File: src/hdl/mcg_pkg.sv
// Shared types, constants and calendar tables for the month calendar grid block.
package mcg_pkg;

  // Request and cell payloads
  typedef struct packed {
    logic [13:0] year;
    logic [3:0]  month;
  } req_t;

  typedef struct packed {
    logic [4:0] day_number;
    logic [2:0] column;
    logic [2:0] row;
    logic       last_cell;
    logic       bad_month;
  } cell_t;

  // Controller states
  typedef enum logic [3:0] {
    S_IDLE,
    S_DIVP_MUL,
    S_DIVP_FIX,
    S_DIVY_MUL,
    S_DIVY_FIX,
    S_SUM_A,
    S_SUM_B,
    S_MOD_MUL,
    S_MOD_FIX,
    S_EMIT
  } state_t;

  // Commands from controller to datapath
  typedef struct packed {
    logic load;
    logic div_sel_year;
    logic div_mul;
    logic div_fix;
    logic sum_a;
    logic sum_b;
    logic mod_mul;
    logic mod_fix;
    logic emit;
  } cmd_t;

  // Status from datapath to controller
  typedef struct packed {
    logic bad;
    logic room;
    logic last;
  } sts_t;

  // Month codes
  localparam logic [3:0] MON_JAN = 4'd1;
  localparam logic [3:0] MON_FEB = 4'd2;
  localparam logic [3:0] MON_MAR = 4'd3;
  localparam logic [3:0] MON_APR = 4'd4;
  localparam logic [3:0] MON_MAY = 4'd5;
  localparam logic [3:0] MON_JUN = 4'd6;
  localparam logic [3:0] MON_JUL = 4'd7;
  localparam logic [3:0] MON_AUG = 4'd8;
  localparam logic [3:0] MON_SEP = 4'd9;
  localparam logic [3:0] MON_OCT = 4'd10;
  localparam logic [3:0] MON_NOV = 4'd11;
  localparam logic [3:0] MON_DEC = 4'd12;

  // Year offset: count whole years before year + 400
  localparam logic [14:0] YEAR_OFFSET = 15'd399;

  // Divide by 25 through a reciprocal, exact for dividends below 4681
  localparam logic [4:0]  DIV25   = 5'd25;
  localparam logic [10:0] RECIP25 = 11'd1311;
  localparam int          SHIFT25 = 15;

  // Divide by 7 through a reciprocal, exact for 15-bit dividends
  localparam logic [2:0]  WEEK_DAYS = 3'd7;
  localparam logic [15:0] RECIP7    = 16'd37450;
  localparam int          SHIFT7    = 18;

  localparam logic [2:0] LAST_COL = 3'd6;

  // Days before the first of the month in a common year
  function automatic logic [8:0] cum_days(input logic [3:0] m);
    logic [8:0] d;
    case (m)
      MON_JAN: d = 9'd0;
      MON_FEB: d = 9'd31;
      MON_MAR: d = 9'd59;
      MON_APR: d = 9'd90;
      MON_MAY: d = 9'd120;
      MON_JUN: d = 9'd151;
      MON_JUL: d = 9'd181;
      MON_AUG: d = 9'd212;
      MON_SEP: d = 9'd243;
      MON_OCT: d = 9'd273;
      MON_NOV: d = 9'd304;
      MON_DEC: d = 9'd334;
      default: d = 9'd0;
    endcase
    return d;
  endfunction

  // Length of the month
  function automatic logic [4:0] month_len(input logic [3:0] m, input logic leap);
    logic [4:0] n;
    case (m)
      MON_FEB: n = leap ? 5'd29 : 5'd28;
      MON_APR, MON_JUN, MON_SEP, MON_NOV: n = 5'd30;
      default: n = 5'd31;
    endcase
    return n;
  endfunction

endpackage

File: src/hdl/month_calendar_grid.sv
// The first cell is loaded into the output register after the weekday arithmetic (after
// only the month check for a bad month), then one cell per cycle while the output flows.
// Each request gives 28, 35 or 42 cells (one for a bad month) after weekday arithmetic on
// the shared divide-by-25 unit and the modulo-7 step; the next request is taken once
// the last cell is loaded. Reset (rst, synchronous) idles the controller, empties output.
module month_calendar_grid (
  input  logic            clk,
  input  logic            rst,
  input  logic            req_valid,
  output logic            req_stall,
  input  mcg_pkg::req_t   req_data,
  output logic            cell_valid,
  input  logic            cell_stall,
  output mcg_pkg::cell_t  cell_data
);
  import mcg_pkg::*;

  cmd_t cmd;
  sts_t sts;

  // Sequencer
  mcg_ctrl u_ctrl (
    .clk       (clk),
    .rst       (rst),
    .req_valid (req_valid),
    .req_stall (req_stall),
    .sts       (sts),
    .cmd       (cmd)
  );

  // Arithmetic and cell output
  mcg_dpath u_dpath (
    .clk        (clk),
    .rst        (rst),
    .req_data   (req_data),
    .cmd        (cmd),
    .sts        (sts),
    .cell_valid (cell_valid),
    .cell_stall (cell_stall),
    .cell_data  (cell_data)
  );

endmodule

File: src/hdl/mcg_ctrl.sv
// Sequencing state machine for the month calendar grid block.
module mcg_ctrl (
  input  logic        clk,
  input  logic        rst,
  input  logic        req_valid,
  output logic        req_stall,
  input  mcg_pkg::sts_t sts,
  output mcg_pkg::cmd_t cmd
);
  import mcg_pkg::*;

  state_t state, state_next;

  // State register
  always_ff @(posedge clk) begin
    if (rst) begin
      state <= S_IDLE;
    end else begin
      state <= state_next;
    end
  end

  // Next state
  always_comb begin
    state_next = state;
    case (state)
      S_IDLE:     if (req_valid) state_next = S_DIVP_MUL;
      S_DIVP_MUL: state_next = sts.bad ? S_EMIT : S_DIVP_FIX;
      S_DIVP_FIX: state_next = S_DIVY_MUL;
      S_DIVY_MUL: state_next = S_DIVY_FIX;
      S_DIVY_FIX: state_next = S_SUM_A;
      S_SUM_A:    state_next = S_SUM_B;
      S_SUM_B:    state_next = S_MOD_MUL;
      S_MOD_MUL:  state_next = S_MOD_FIX;
      S_MOD_FIX:  state_next = S_EMIT;
      S_EMIT:     if (sts.room && sts.last) state_next = S_IDLE;
      default:    state_next = S_IDLE;
    endcase
  end

  // Outputs
  always_comb begin
    cmd       = '0;
    req_stall = 1'b1;
    case (state)
      S_IDLE: begin
        req_stall = 1'b0;
        cmd.load  = req_valid;
      end
      S_DIVP_MUL: cmd.div_mul = 1'b1;
      S_DIVP_FIX: cmd.div_fix = 1'b1;
      S_DIVY_MUL: begin
        cmd.div_sel_year = 1'b1;
        cmd.div_mul      = 1'b1;
      end
      S_DIVY_FIX: begin
        cmd.div_sel_year = 1'b1;
        cmd.div_fix      = 1'b1;
      end
      S_SUM_A:   cmd.sum_a   = 1'b1;
      S_SUM_B:   cmd.sum_b   = 1'b1;
      S_MOD_MUL: cmd.mod_mul = 1'b1;
      S_MOD_FIX: cmd.mod_fix = 1'b1;
      S_EMIT:    cmd.emit    = sts.room;
      default:   cmd = '0;
    endcase
  end

endmodule

File: src/hdl/mcg_dpath.sv
// Datapath: weekday arithmetic, leap test, cell counters and the cell output register.
module mcg_dpath (
  input  logic          clk,
  input  logic          rst,
  input  mcg_pkg::req_t req_data,
  input  mcg_pkg::cmd_t cmd,
  output mcg_pkg::sts_t sts,
  output logic          cell_valid,
  input  logic          cell_stall,
  output mcg_pkg::cell_t cell_data
);
  import mcg_pkg::*;

  // Request registers
  logic [13:0] year_r;
  logic [3:0]  month_r;
  logic        bad_r;

  // Divide-by-25 unit and its results
  logic [23:0] div_prod;
  logic [12:0] div_x;
  logic [8:0]  div_q;
  logic [12:0] div_rem;
  logic [7:0]  div_q_fix;
  logic [12:0] div_rem_fix;
  logic [7:0]  q100;
  logic [7:0]  yq;
  logic        yrem_zero;

  // Day count and weekday
  logic [14:0] p;
  logic [14:0] acc;
  logic [30:0] mod_prod;
  logic [12:0] q7;
  logic [14:0] r7;
  logic [2:0]  start_r;
  logic        leap;
  logic [4:0]  len;

  // Cell walk
  logic [5:0] k;
  logic [2:0] col;
  logic [2:0] row;
  logic [6:0] end_k;
  logic       in_month;
  logic [5:0] day_full;
  logic       last;

  assign p = {1'b0, year_r} + YEAR_OFFSET;

  // Dividend select: p/4 for the day count, year/4 for the leap test
  assign div_x = cmd.div_sel_year ? {1'b0, year_r[13:2]} : p[14:2];

  always_comb begin
    div_q   = div_prod[23:SHIFT25];
    div_rem = div_x - 13'(13'(div_q) * 13'(DIV25));
    if (div_rem >= 13'(DIV25)) begin
      div_q_fix   = 8'(div_q + 9'd1);
      div_rem_fix = div_rem - 13'(DIV25);
    end else begin
      div_q_fix   = div_q[7:0];
      div_rem_fix = div_rem;
    end
  end

  // y%100==0 iff (y>>2)%25==0 with y%4==0; y/100 equals (y>>2)/25
  assign leap = (year_r[1:0] == 2'd0) && (!yrem_zero || (yq[1:0] == 2'd0));
  assign len  = month_len(month_r, leap);

  // Remainder by 7 with one correction step
  always_comb begin
    q7 = mod_prod[30:SHIFT7];
    r7 = acc - 15'(15'(q7) * 15'(WEEK_DAYS));
    if (r7 >= 15'(WEEK_DAYS)) begin
      r7 = r7 - 15'(WEEK_DAYS);
    end
  end

  // Arithmetic registers
  always_ff @(posedge clk) begin
    if (cmd.load) begin
      year_r  <= req_data.year;
      month_r <= req_data.month;
      bad_r   <= (req_data.month < MON_JAN) || (req_data.month > MON_DEC);
    end
    if (cmd.div_mul) begin
      div_prod <= 24'(div_x) * 24'(RECIP25);
    end
    if (cmd.div_fix) begin
      if (cmd.div_sel_year) begin
        yq        <= div_q_fix;
        yrem_zero <= (div_rem_fix == 13'd0);
      end else begin
        q100 <= div_q_fix;
      end
    end
    if (cmd.sum_a) begin
      acc <= p + 15'(p[14:2]) + 15'(cum_days(month_r)) + 15'd1;
    end
    if (cmd.sum_b) begin
      acc <= acc - 15'(q100) + 15'(q100[7:2]) + 15'(leap && (month_r > MON_FEB));
    end
    if (cmd.mod_mul) begin
      mod_prod <= 31'(acc) * 31'(RECIP7);
    end
    if (cmd.mod_fix) begin
      start_r <= r7[2:0];
    end
  end

  // Cell contents for the current position
  assign end_k    = 7'(start_r) + 7'(len);
  assign in_month = (k >= 6'(start_r)) && (7'(k) < end_k);
  assign day_full = k - 6'(start_r) + 6'd1;
  assign last     = bad_r || ((col == LAST_COL) && (7'(k) + 7'd1 >= end_k));

  // Position counters
  always_ff @(posedge clk) begin
    if (cmd.load) begin
      k   <= '0;
      col <= '0;
      row <= '0;
    end else if (cmd.emit) begin
      k <= k + 6'd1;
      if (col == LAST_COL) begin
        col <= '0;
        row <= row + 3'd1;
      end else begin
        col <= col + 3'd1;
      end
    end
  end

  // Output register
  always_ff @(posedge clk) begin
    if (rst) begin
      cell_valid <= 1'b0;
    end else if (cmd.emit) begin
      cell_valid <= 1'b1;
    end else if (!cell_stall) begin
      cell_valid <= 1'b0;
    end
  end

  always_ff @(posedge clk) begin
    if (cmd.emit) begin
      if (bad_r) begin
        cell_data <= '{day_number: 5'd0, column: 3'd0, row: 3'd0,
                       last_cell: 1'b1, bad_month: 1'b1};
      end else begin
        cell_data <= '{day_number: in_month ? day_full[4:0] : 5'd0,
                       column: col, row: row, last_cell: last, bad_month: 1'b0};
      end
    end
  end

  assign sts.bad  = bad_r;
  assign sts.room = !cell_valid || !cell_stall;
  assign sts.last = last;

endmodule

File: config.mk
export PLATFORM = sky130hd
export DESIGN_NAME = month_calendar_grid
export DESIGN_NICKNAME = d
export VERILOG_FILES = /design/src/hdl/mcg_pkg.sv /design/src/hdl/month_calendar_grid.sv /design/src/hdl/mcg_ctrl.sv /design/src/hdl/mcg_dpath.sv
export SDC_FILE = /design/constraint.sdc
export NUM_CORES = 1
export LEC_CHECK = 0
export ABC_AREA = 0
export CAP_MARGIN = 20
export CORE_MARGIN = 5
export CORE_UTILIZATION = 45
export CTS_CLUSTER_DIAMETER = 30
export DETAILED_ROUTE_END_ITERATION = 12
export DONT_BUFFER_PORTS = 1
export GPL_ROUTABILITY_DRIVEN = 0
export SETUP_SLACK_MARGIN = 0.4
export SYNTH_ARGS = -nofsm -noshare
export SYNTH_HDL_FRONTEND = slang
export SYNTH_HIERARCHICAL = 1
export SYNTH_SLANG_ARGS = --single-unit
File: constraint.sdc
create_clock -name clk -period 6.6 [get_ports clk]
set_input_delay 0 -clock clk [delete_from_list [all_inputs] [get_ports clk]]
set_output_delay 0 -clock clk [all_outputs]
set_load 0.03 [all_outputs]
* Word-level counts from Yosys, hierarchy flattened
Memory sizes are Yosys's and may differ from the RTL's. A register that Yosys moved wholly into a read port is not among the register bits.
Index checks and enable logic that the tools add are counted.
** Storage, ports and cells
- Memories kept :: 1
- Memory bits (writable) :: 0
- Output and inout port bits :: 15
- Register bits after elaboration :: 132
- Input port bits :: 22
- Memory bits (read-only) :: 144
- Word-level logic and storage cells :: 126
- Bits in latches :: 0
** Operators by class
- Divide/modulo/power cells :: 0
- Muxes and demuxes :: 28
- Magnitude comparators :: 8
- Reductions and logical operators :: 26
- Bitwise logic cells :: 2
- Add/sub/neg operators :: 19
- Equal/unequal tests :: 18
- Shift operators :: 0
- $mul :: 4
** Memory list
- (no name shown) :: words 16, width 9, read ports 1, clocked after memory_dff 1, write ports 0, line mcg_pkg.sv:84 : case (m)
** Operator list (number)
- case mux 4 bit (10 select lines) :: 1
- multiplier 15 x 15 -> 30 bit, second input constant :: 1
- 2-to-1 mux 15 bit :: 2
- 2-to-1 mux 13 bit :: 2
- equality test 4 x 3 -> 1 bit, second input constant :: 6
- multiplier 13 x 11 -> 24 bit, second input constant :: 1
- equality test 4 bit, second input constant :: 4
- 2-to-1 mux 4 bit :: 4
- adder 14 x 9 -> 15 bit, second input constant :: 1
- adder 15 x 1 -> 15 bit :: 1
- adder 15 x 1 -> 15 bit, second input constant :: 1
- adder 15 x 13 -> 15 bit :: 1
- adder 15 x 6 -> 15 bit :: 1
- adder 15 x 9 -> 15 bit :: 1
- greater-or-equal comparator 15 x 3 -> 1 bit, second input constant :: 1
- multiplier 13 x 3 -> 15 bit, second input constant :: 1
- subtractor 15 bit :: 1
- subtractor 15 x 8 -> 15 bit :: 1
- 2-to-1 mux 1 bit :: 14
- greater-or-equal comparator 13 x 5 -> 1 bit, second input constant :: 1
- zero test 13 bit :: 1
- multiplier 9 x 5 -> 13 bit, second input constant :: 1
- subtractor 13 bit :: 1
- subtractor 13 x 5 -> 13 bit, second input constant :: 1
- 33 further kinds :: 55

* Logic depth before layout (Yosys ltp)
Gate-level depths: netlist of the first run.
- Depth in word-level cells :: 12
- Mapped depth :: 28
- Depth with buffers taken out :: 27

* By module
The synthesis of the first run kept the hierarchy.
** Modules (own cells, without submodules)
- mcg_dpath :: area an instance 15051.9 um^2, instances 1, cells an instance 1526, sequential area each 2932.8 um^2
- mcg_ctrl :: area an instance 325.3 um^2, instances 1, cells an instance 40, sequential area each 80.1 um^2

* Worst setup path after synthesis of the first run
No wires, ideal clock.
- Kind :: flip-flop to flip-flop
- Start :: register u_dpath.year_r[2]
- End :: register u_dpath.div_prod[23], data pin
- Arrival :: 6789 ps
- Setup slack :: -448 ps
- Library setup time :: 260 ps
- Stages on the path, launching flop included :: 27
- Path through :: edfxtp_1 buf_2 inv_1 nand3_1 o21ai_0 o21ai_0 nand3_1 nor3_1 xor2_1 inv_1 fa_1 inv_1 ha_1 fa_1 fa_1 inv_1 fa_1 inv_1 ha_1 a21o_1 a21o_1 a221oi_1 a311oi_1 or3_1 a21oi_1 o21bai_1 xnor2_1
** On the way
- Word-level cells in the longest chain between the ends :: 3
** RTL lines
- from (decl) :: line mcg_dpath.sv:15 : logic [13:0] year_r;
- from (signal assigned) :: line mcg_dpath.sv:82 : year_r <= req_data.year;
- adder 14 x 9 -> 15 bit :: line mcg_dpath.sv:49 : assign p = {1'b0, year_r} + YEAR_OFFSET;
- 2-to-1 mux 13 bit (*) :: line mcg_dpath.sv:52 : assign div_x = cmd.div_sel_year ? {1'b0, year_r[13:2]} : p[14:2];
- multiplier 13 x 11 -> 24 bit (*) :: line mcg_dpath.sv:87 : div_prod <= 24'(div_x) * 24'(RECIP25);
- to (signal assigned) :: line mcg_dpath.sv:87
- to (decl) :: line mcg_dpath.sv:20 : logic [23:0] div_prod;
Mark *: on every way between the ends. The rest lies on a longest branch, timed or not.
A chain may end at the register's enable or synchronous reset.

* Worst setup path in the final report of the first run
- Start :: register u_dpath.year_r[0]
- End :: register u_dpath.div_prod[23], data pin
** On the way
- Word-level cells in the longest chain between the ends :: 3
** RTL lines (line)
- adder 14 x 9 -> 15 bit :: mcg_dpath.sv:49
- 2-to-1 mux 13 bit :: mcg_dpath.sv:52
- multiplier 13 x 11 -> 24 bit :: mcg_dpath.sv:87
Every way passes these cells.

==> results of run 1 <==
critical path: stages, from the launching register on:
cell      delay [ps]
edfxtp_1         420
inv_2            120
ha_4             140
nor3b_4          290
nor2_2            80
a21oi_2          180
and2_4           190
xor2_4           220
inv_2             70
fa_1             460
inv_1             80
ha_1             140
inv_1             50
fa_1             490
inv_2             40
fa_2             560
fa_1             450
ha_4             200
a211oi_2         210
o21ai_1          100
a221oi_2         250
buf_4            170
a311oi_2         100
or3_4            420
a21oi_4          140
o21bai_1          90
xnor2_1          130
logic make-up after synthesis:
logic type,Yosys count
mux,17
compound gates,253
fa+ha+maj,468
xor+xnor,113
buf+inv,316
flops,109
simple gates,290
what timing repair did:
action	4_1_cts	5_1_grt
buffers inserted	7	27
resized for setup	7	50
endpoints found under the hold margin	26	0
hold buffers	21	0
cloned	0	0
setup endpoints to repair	6	19
pin swaps	8	32
registers in the layout, indices dropped and copies added, names as in the netlist, named ones only:
register,count
u_dpath/acc,15
u_dpath/bad_r,1
u_dpath/cell_valid,1
u_dpath/yrem_zero,1
u_dpath/month_r,4
u_dpath/q100,8
u_dpath/div_prod,9
u_dpath/year_r,14
u_dpath/k,6
u_dpath/col,3
u_dpath/start_r,3
u_dpath/yq,2
u_dpath/cell_data,13
u_dpath/mod_prod,13
u_dpath/row,3
u_ctrl/state,4
how the worst max path moves through the flow:
stage | to | depth (start not counted)
4_1_cts | u_dpath/div_prod[19] | 25
2_1_floorplan | u_dpath/div_prod[23] | 27
3_3_place_gp | u_dpath/div_prod[23] | 22
3_5_place_dp | u_dpath/div_prod[23] | 22
6_report | u_dpath/div_prod[23] | 26
5_1_grt | u_dpath/div_prod[23] | 26
synth_stat cells, types with 6 or more instances:
library cell and n:
xor2_1 46, a31oi_1 9, xnor2_1 66, mux2i_1 11, edfxtp_1 83, nor2b_1 24, and3_1 8, or3_1 10
nor3_1 22, a21boi_0 6, nand3_1 24, nor2_1 79, o21a_1 18, clkbuf_1 10, and2_1 7, fa_1 138
a21o_1 22, ha_1 330, o21ai_0 48, o211ai_1 8, dfxtp_1 26, a21oi_1 75, nand2_1 76, nand2b_1 11
inv_1 293, a211oi_1 11
layer usage:
layer  GRT usage  up-vias  wire (um)
li1            -     5436          -
met1       0.218     5232      14100
met2       0.309      144      15800
met3      0.0225       31        795
met4      0.0429        0        608
met5           0        -          0
area by class of cell:
class | instances | share of cell area
multi-input combinational | 1141 | 0.670
sequential | 109 | 0.175
inverter | 293 | 0.0641
timing repair buffer | 83 | 0.0411
tap | 448 | 0.0326
clock buffer | 9 | 0.0131
clock inverter | 7 | 0.00371
stage by stage:
step	utilization	std cells	setup slack, ps
CTS	0.498	2062	338
floorplan	-	1566	408
global placement	0.480	2018	177
finish	0.511	2090	551
detailed placement	0.480	2018	84.0
global route	0.511	2090	296
==> flow_metrics.py, run 1 <==
metrics = {
    "status": {
        "outcome": "finished, final reports clean",
    },
    "logic_synthesis": {
        "synth_top_family_by_area": "adder cells",
        "synthCells": 1566,
        "synth.top_cells.by_area": "ha_1 (27%), fa_1 (18%), edfxtp_1 (16%), inv_1 (7.2%), xnor2_1 (3.8%)",
        "avgSynthCellArea_um2": 9.82,
        "yosysTopAreaCellShare": 0.269,
        "yosysWarnings": 6,
        "synth_nets": 2056,
        "synth-edff-count": 83,
        "async_flop_share": 0,
        "synth_mux_area_frac": 0.0116,
        "ys_ff_latch": 109,
        "synthAdderAreaFrac": 0.448,
        "ys_seq_area_frac": 0.196,
        "ys_types": 75,
        "synth-compound-area-share": 0.108,
        "synth_top_cell_by_area": "ha_1",
        "synth_xor_area_frac": 0.0648,
        "synth-simple-area-share": 0.0915,
        "syn-cell-area_um2": 15400,
        "synthFlopType": "edfxtp_1",
    },
    "setup_path": {
        "cp_max_fo": 4,
        "rr_endpoint": "u_dpath/div_prod[23]",
        "r2r_slack_ps": 550,
        "startpoint": "u_dpath/year_r[0]",
        "worst_ep_required_time_ps": 6720,
        "reg2reg_depth": 26,
        "cp_data_arrival_time_ps": 6170,
        "startpoint_type": "flip-flop",
        "r2r_start": "u_dpath/year_r[0]",
        "worstSetupPathType": "reg -> reg",
        "worstSetupEndpointType": "flip-flop",
    },
    "sta": {
        "fin_crit_sh": 0.916,
        "finalHoldViolations": 0,
        "setup_viol": 0,
        "holdWs_ps": 60.6,
        "min_period_ps": 6050,
        "tightest_slew_ps": 988,
        "relSlewSlack": 0.341,
        "drv_slew": 0,
        "clock.fmax_ghz": 0.165,
        "skew_ps": 15.1,
        "rsz0062_at_grt": "yes",
        "setup_tns_ps": 0,
    },
    "min_path": {
        "hold_path.startpoint": "req_data[3]",
        "hold_path_depth": 3,
        "hp-class": "in -> reg",
    },
    "routing": {
        "drtPass1Iterations": 5,
        "first_iter_violations": 361,
        "vias": 10800,
        "ant_nets": 0,
        "vias_per_cell": 5.19,
        "routedWlPerCell_um": 15.0,
        "drc": 0,
        "wirelength_um": 31400,
    },
    "final_layout": {
        "multi_input_area_um2": 11500,
        "drive_gt1_frac": 0.0920,
        "diodes": 0,
        "nNetsFinal": 2127,
        "fillCellCount": 3025,
        "final_common_cell": "ha_1",
        "postLayoutCellArea_um2": 17200,
        "area_growth_pct": 11.8,
        "final_cell_mix": "ha_1 (321), inv_1 (278), fa_1 (137), edfxtp_1 (83), nor2_1 (76)",
        "regArea_um2": 3020,
    },
    "global_route": {
        "grt_max_degree": 29,
        "grt_pass1_vias": 11300,
        "grt_pass1_wl_um": 54100,
        "overflow": 0,
        "antenna_found_initial": 0,
        "track_usage": 0.172,
    },
    "job": {
        "drv_cap": 0,
    },
    "clock_tree": {
        "clk_path_buf_depth": 2,
        "htreeDepth": 3,
        "cts_buffers": 9,
        "clkLatencyLatePin_ps": 370,
        "cts_tree": "done",
        "numClockSinks": 109,
        "root_buffer": "clkbuf_16",
        "path_clk_slew_ps": 80,
    },
    "die": {
        "num_rows": 67,
        "core_um2": 33600,
        "top_level_ports": 37,
        "die_area_um2": 38000,
        "start_util": 0.457,
        "die_width_um": 195,
        "die_h_um": 195,
    },
    "placement": {
        "io_buffers": 0,
        "hpwl_um": 26000,
        "place_area_um2": 16100,
    },
}
Power of run 1 is left out: the tool's default activity adds up to more than one toggle a clock period on the data nets, which glitch-free logic cannot reach.
==> inputs of run 2 (changes only) <==
==> constraint.sdc (replaced) <==
create_clock -name clk -period 6.6 [get_ports clk]
set_input_delay 0.33 -clock clk [delete_from_list [all_inputs] [get_ports clk]]
set_output_delay 0.33 -clock clk [all_outputs]
set_load 0.03 [all_outputs]
==> flow_metrics.py, run 2 (same netlist as run 1, synthesis figures left out) <==
metrics = {
    "placement": {
        "hpwl_um": 26000,
        "io_buffers": 0,
    },
    "final_layout": {
        "final_common_cell": "ha_1",
        "regArea_um2": 3020,
        "top_regs": "u_dpath/acc x15, u_dpath/year_r x14",
        "largest_reg_flops": 15,
        "fillCellCount": 3053,
        "multi_input_area_um2": 11500,
        "diodes": 0,
        "drive_gt1_frac": 0.0909,
        "final_cell_mix": "ha_1 (321), inv_1 (278), fa_1 (137), edfxtp_1 (83), nor2_1 (76)",
        "top_register": "u_dpath/acc",
        "area_growth_pct": 10.3,
        "nNetsFinal": 2103,
        "final_util": 0.504,
    },
    "setup_path": {
        "cp_data_arrival_time_ps": 6170,
        "cp_max_fo": 4,
        "critPathMaxStageDelay_ps": 560,
        "slowest_stage": "fa_2",
        "worst_ep_required_time_ps": 6720,
        "startpoint_type": "flip-flop",
        "worstSetupEndpointType": "flip-flop",
        "worstSetupPathType": "reg -> reg",
    },
    "sta": {
        "tightest_slew_ps": 991,
        "clock.fmax_ghz": 0.165,
        "fin_crit_sh": 0.916,
        "setup_viol": 0,
        "min_period_ps": 6040,
        "drv_slew": 0,
        "rsz0062_at_grt": "yes",
        "relSlewSlack": 0.339,
        "setup_tns_ps": 0,
        "skew_ps": 16.0,
        "finalHoldViolations": 0,
        "holdWs_ps": 19.3,
    },
    "routing": {
        "drtPass1Iterations": 5,
        "wirelength_um": 31200,
        "drc": 0,
        "first_iter_violations": 352,
        "routedWlPerCell_um": 15.1,
        "vias_per_cell": 5.19,
        "vias": 10700,
        "ant_nets": 0,
    },
    "die": {
        "die_h_um": 195,
        "die_width_um": 195,
        "core_um2": 33600,
        "top_level_ports": 37,
        "num_rows": 67,
        "start_util": 0.457,
        "die_area_um2": 38000,
    },
    "job": {
        "drv_cap": 0,
    },
    "global_route": {
        "grt_max_degree": 29,
        "overflow": 0,
        "antenna_found_initial": 2,
        "grt_pass1_vias": 11200,
        "track_usage": 0.171,
        "grt_pass1_wl_um": 53800,
    },
    "clock_tree": {
        "cts_buffers": 9,
        "htreeDepth": 3,
        "clk_path_buf_depth": 2,
        "clkLatencyLatePin_ps": 370,
        "path_clk_slew_ps": 80,
        "cts_tree": "done",
        "root_buffer": "clkbuf_16",
        "numClockSinks": 109,
    },
    "status": {
        "outcome": "finished, final reports clean",
    },
    "min_path": {
        "hp-class": "in -> reg",
    },
}
## run 2: changes by cell type in the layout (fill, tap and decap cells not counted), sizes merged
cell         delta
dlygate4sd3    -20
buf             -4
## run 2: worst max-delay path: cells and delay by family, from the launching register on
kind | cells | cell delay (ps)
compound gates | 7 | 1070
flops | 1 | 410
buf+inv | 6 | 530
fa+ha+maj | 7 | 2440
xor+xnor | 2 | 340
simple gates | 4 | 980
## run 2: path summary, 6_finish.rpt
check             slack (ps)  cells past startpoint                   end         startpoint
setup reg to reg         560                     26  u_dpath/div_prod[23]  u_dpath/year_r[0]
hold / removal            20                      1       u_ctrl/state[2]                rst
setup / recovery         560                     26  u_dpath/div_prod[23]  u_dpath/year_r[0]
hold reg to reg          490                      2        u_dpath/row[1]     u_dpath/row[1]
## run 2: cell type report
type | count | area share
multi-input cells | 1141 | 0.679
flip-flops and latches | 109 | 0.178
inverters | 293 | 0.0650
well taps | 448 | 0.0331
repair buffers | 59 | 0.0281
clock buffers | 9 | 0.0133
clock inverters | 7 | 0.00376
## run 2: metrics by stage
step	instance area [um^2]	setup slack (ps)	instances
6_report	17000	555	2066
5_1_grt	17000	285	2066
4_1_cts	16500	338	2042
3_5_place_dp	16100	84.0	2018
3_3_place_gp	16100	177	2018
2_1_floorplan	15500	408	1566
## run 2: what timing repair did
item | CTS | global route
buffers inserted | 7 | 23
gates resized for setup | 7 | 50
setup endpoints to repair | 6 | 19
hold endpoints to repair | 4 | 0
hold buffers | 1 | 0
pin swaps | 8 | 32
## run 2: layer usage
metal | share of wire | vias to the layer above | GRT usage
met5 | 0.00067 | - | 0
met4 | 0.021 | 4 | 0.0445
met3 | 0.025 | 38 | 0.0241
met2 | 0.50 | 130 | 0.307
met1 | 0.45 | 5172 | 0.217
li1 | - | 5387 | -
Power of run 2 is left out for the same reason.
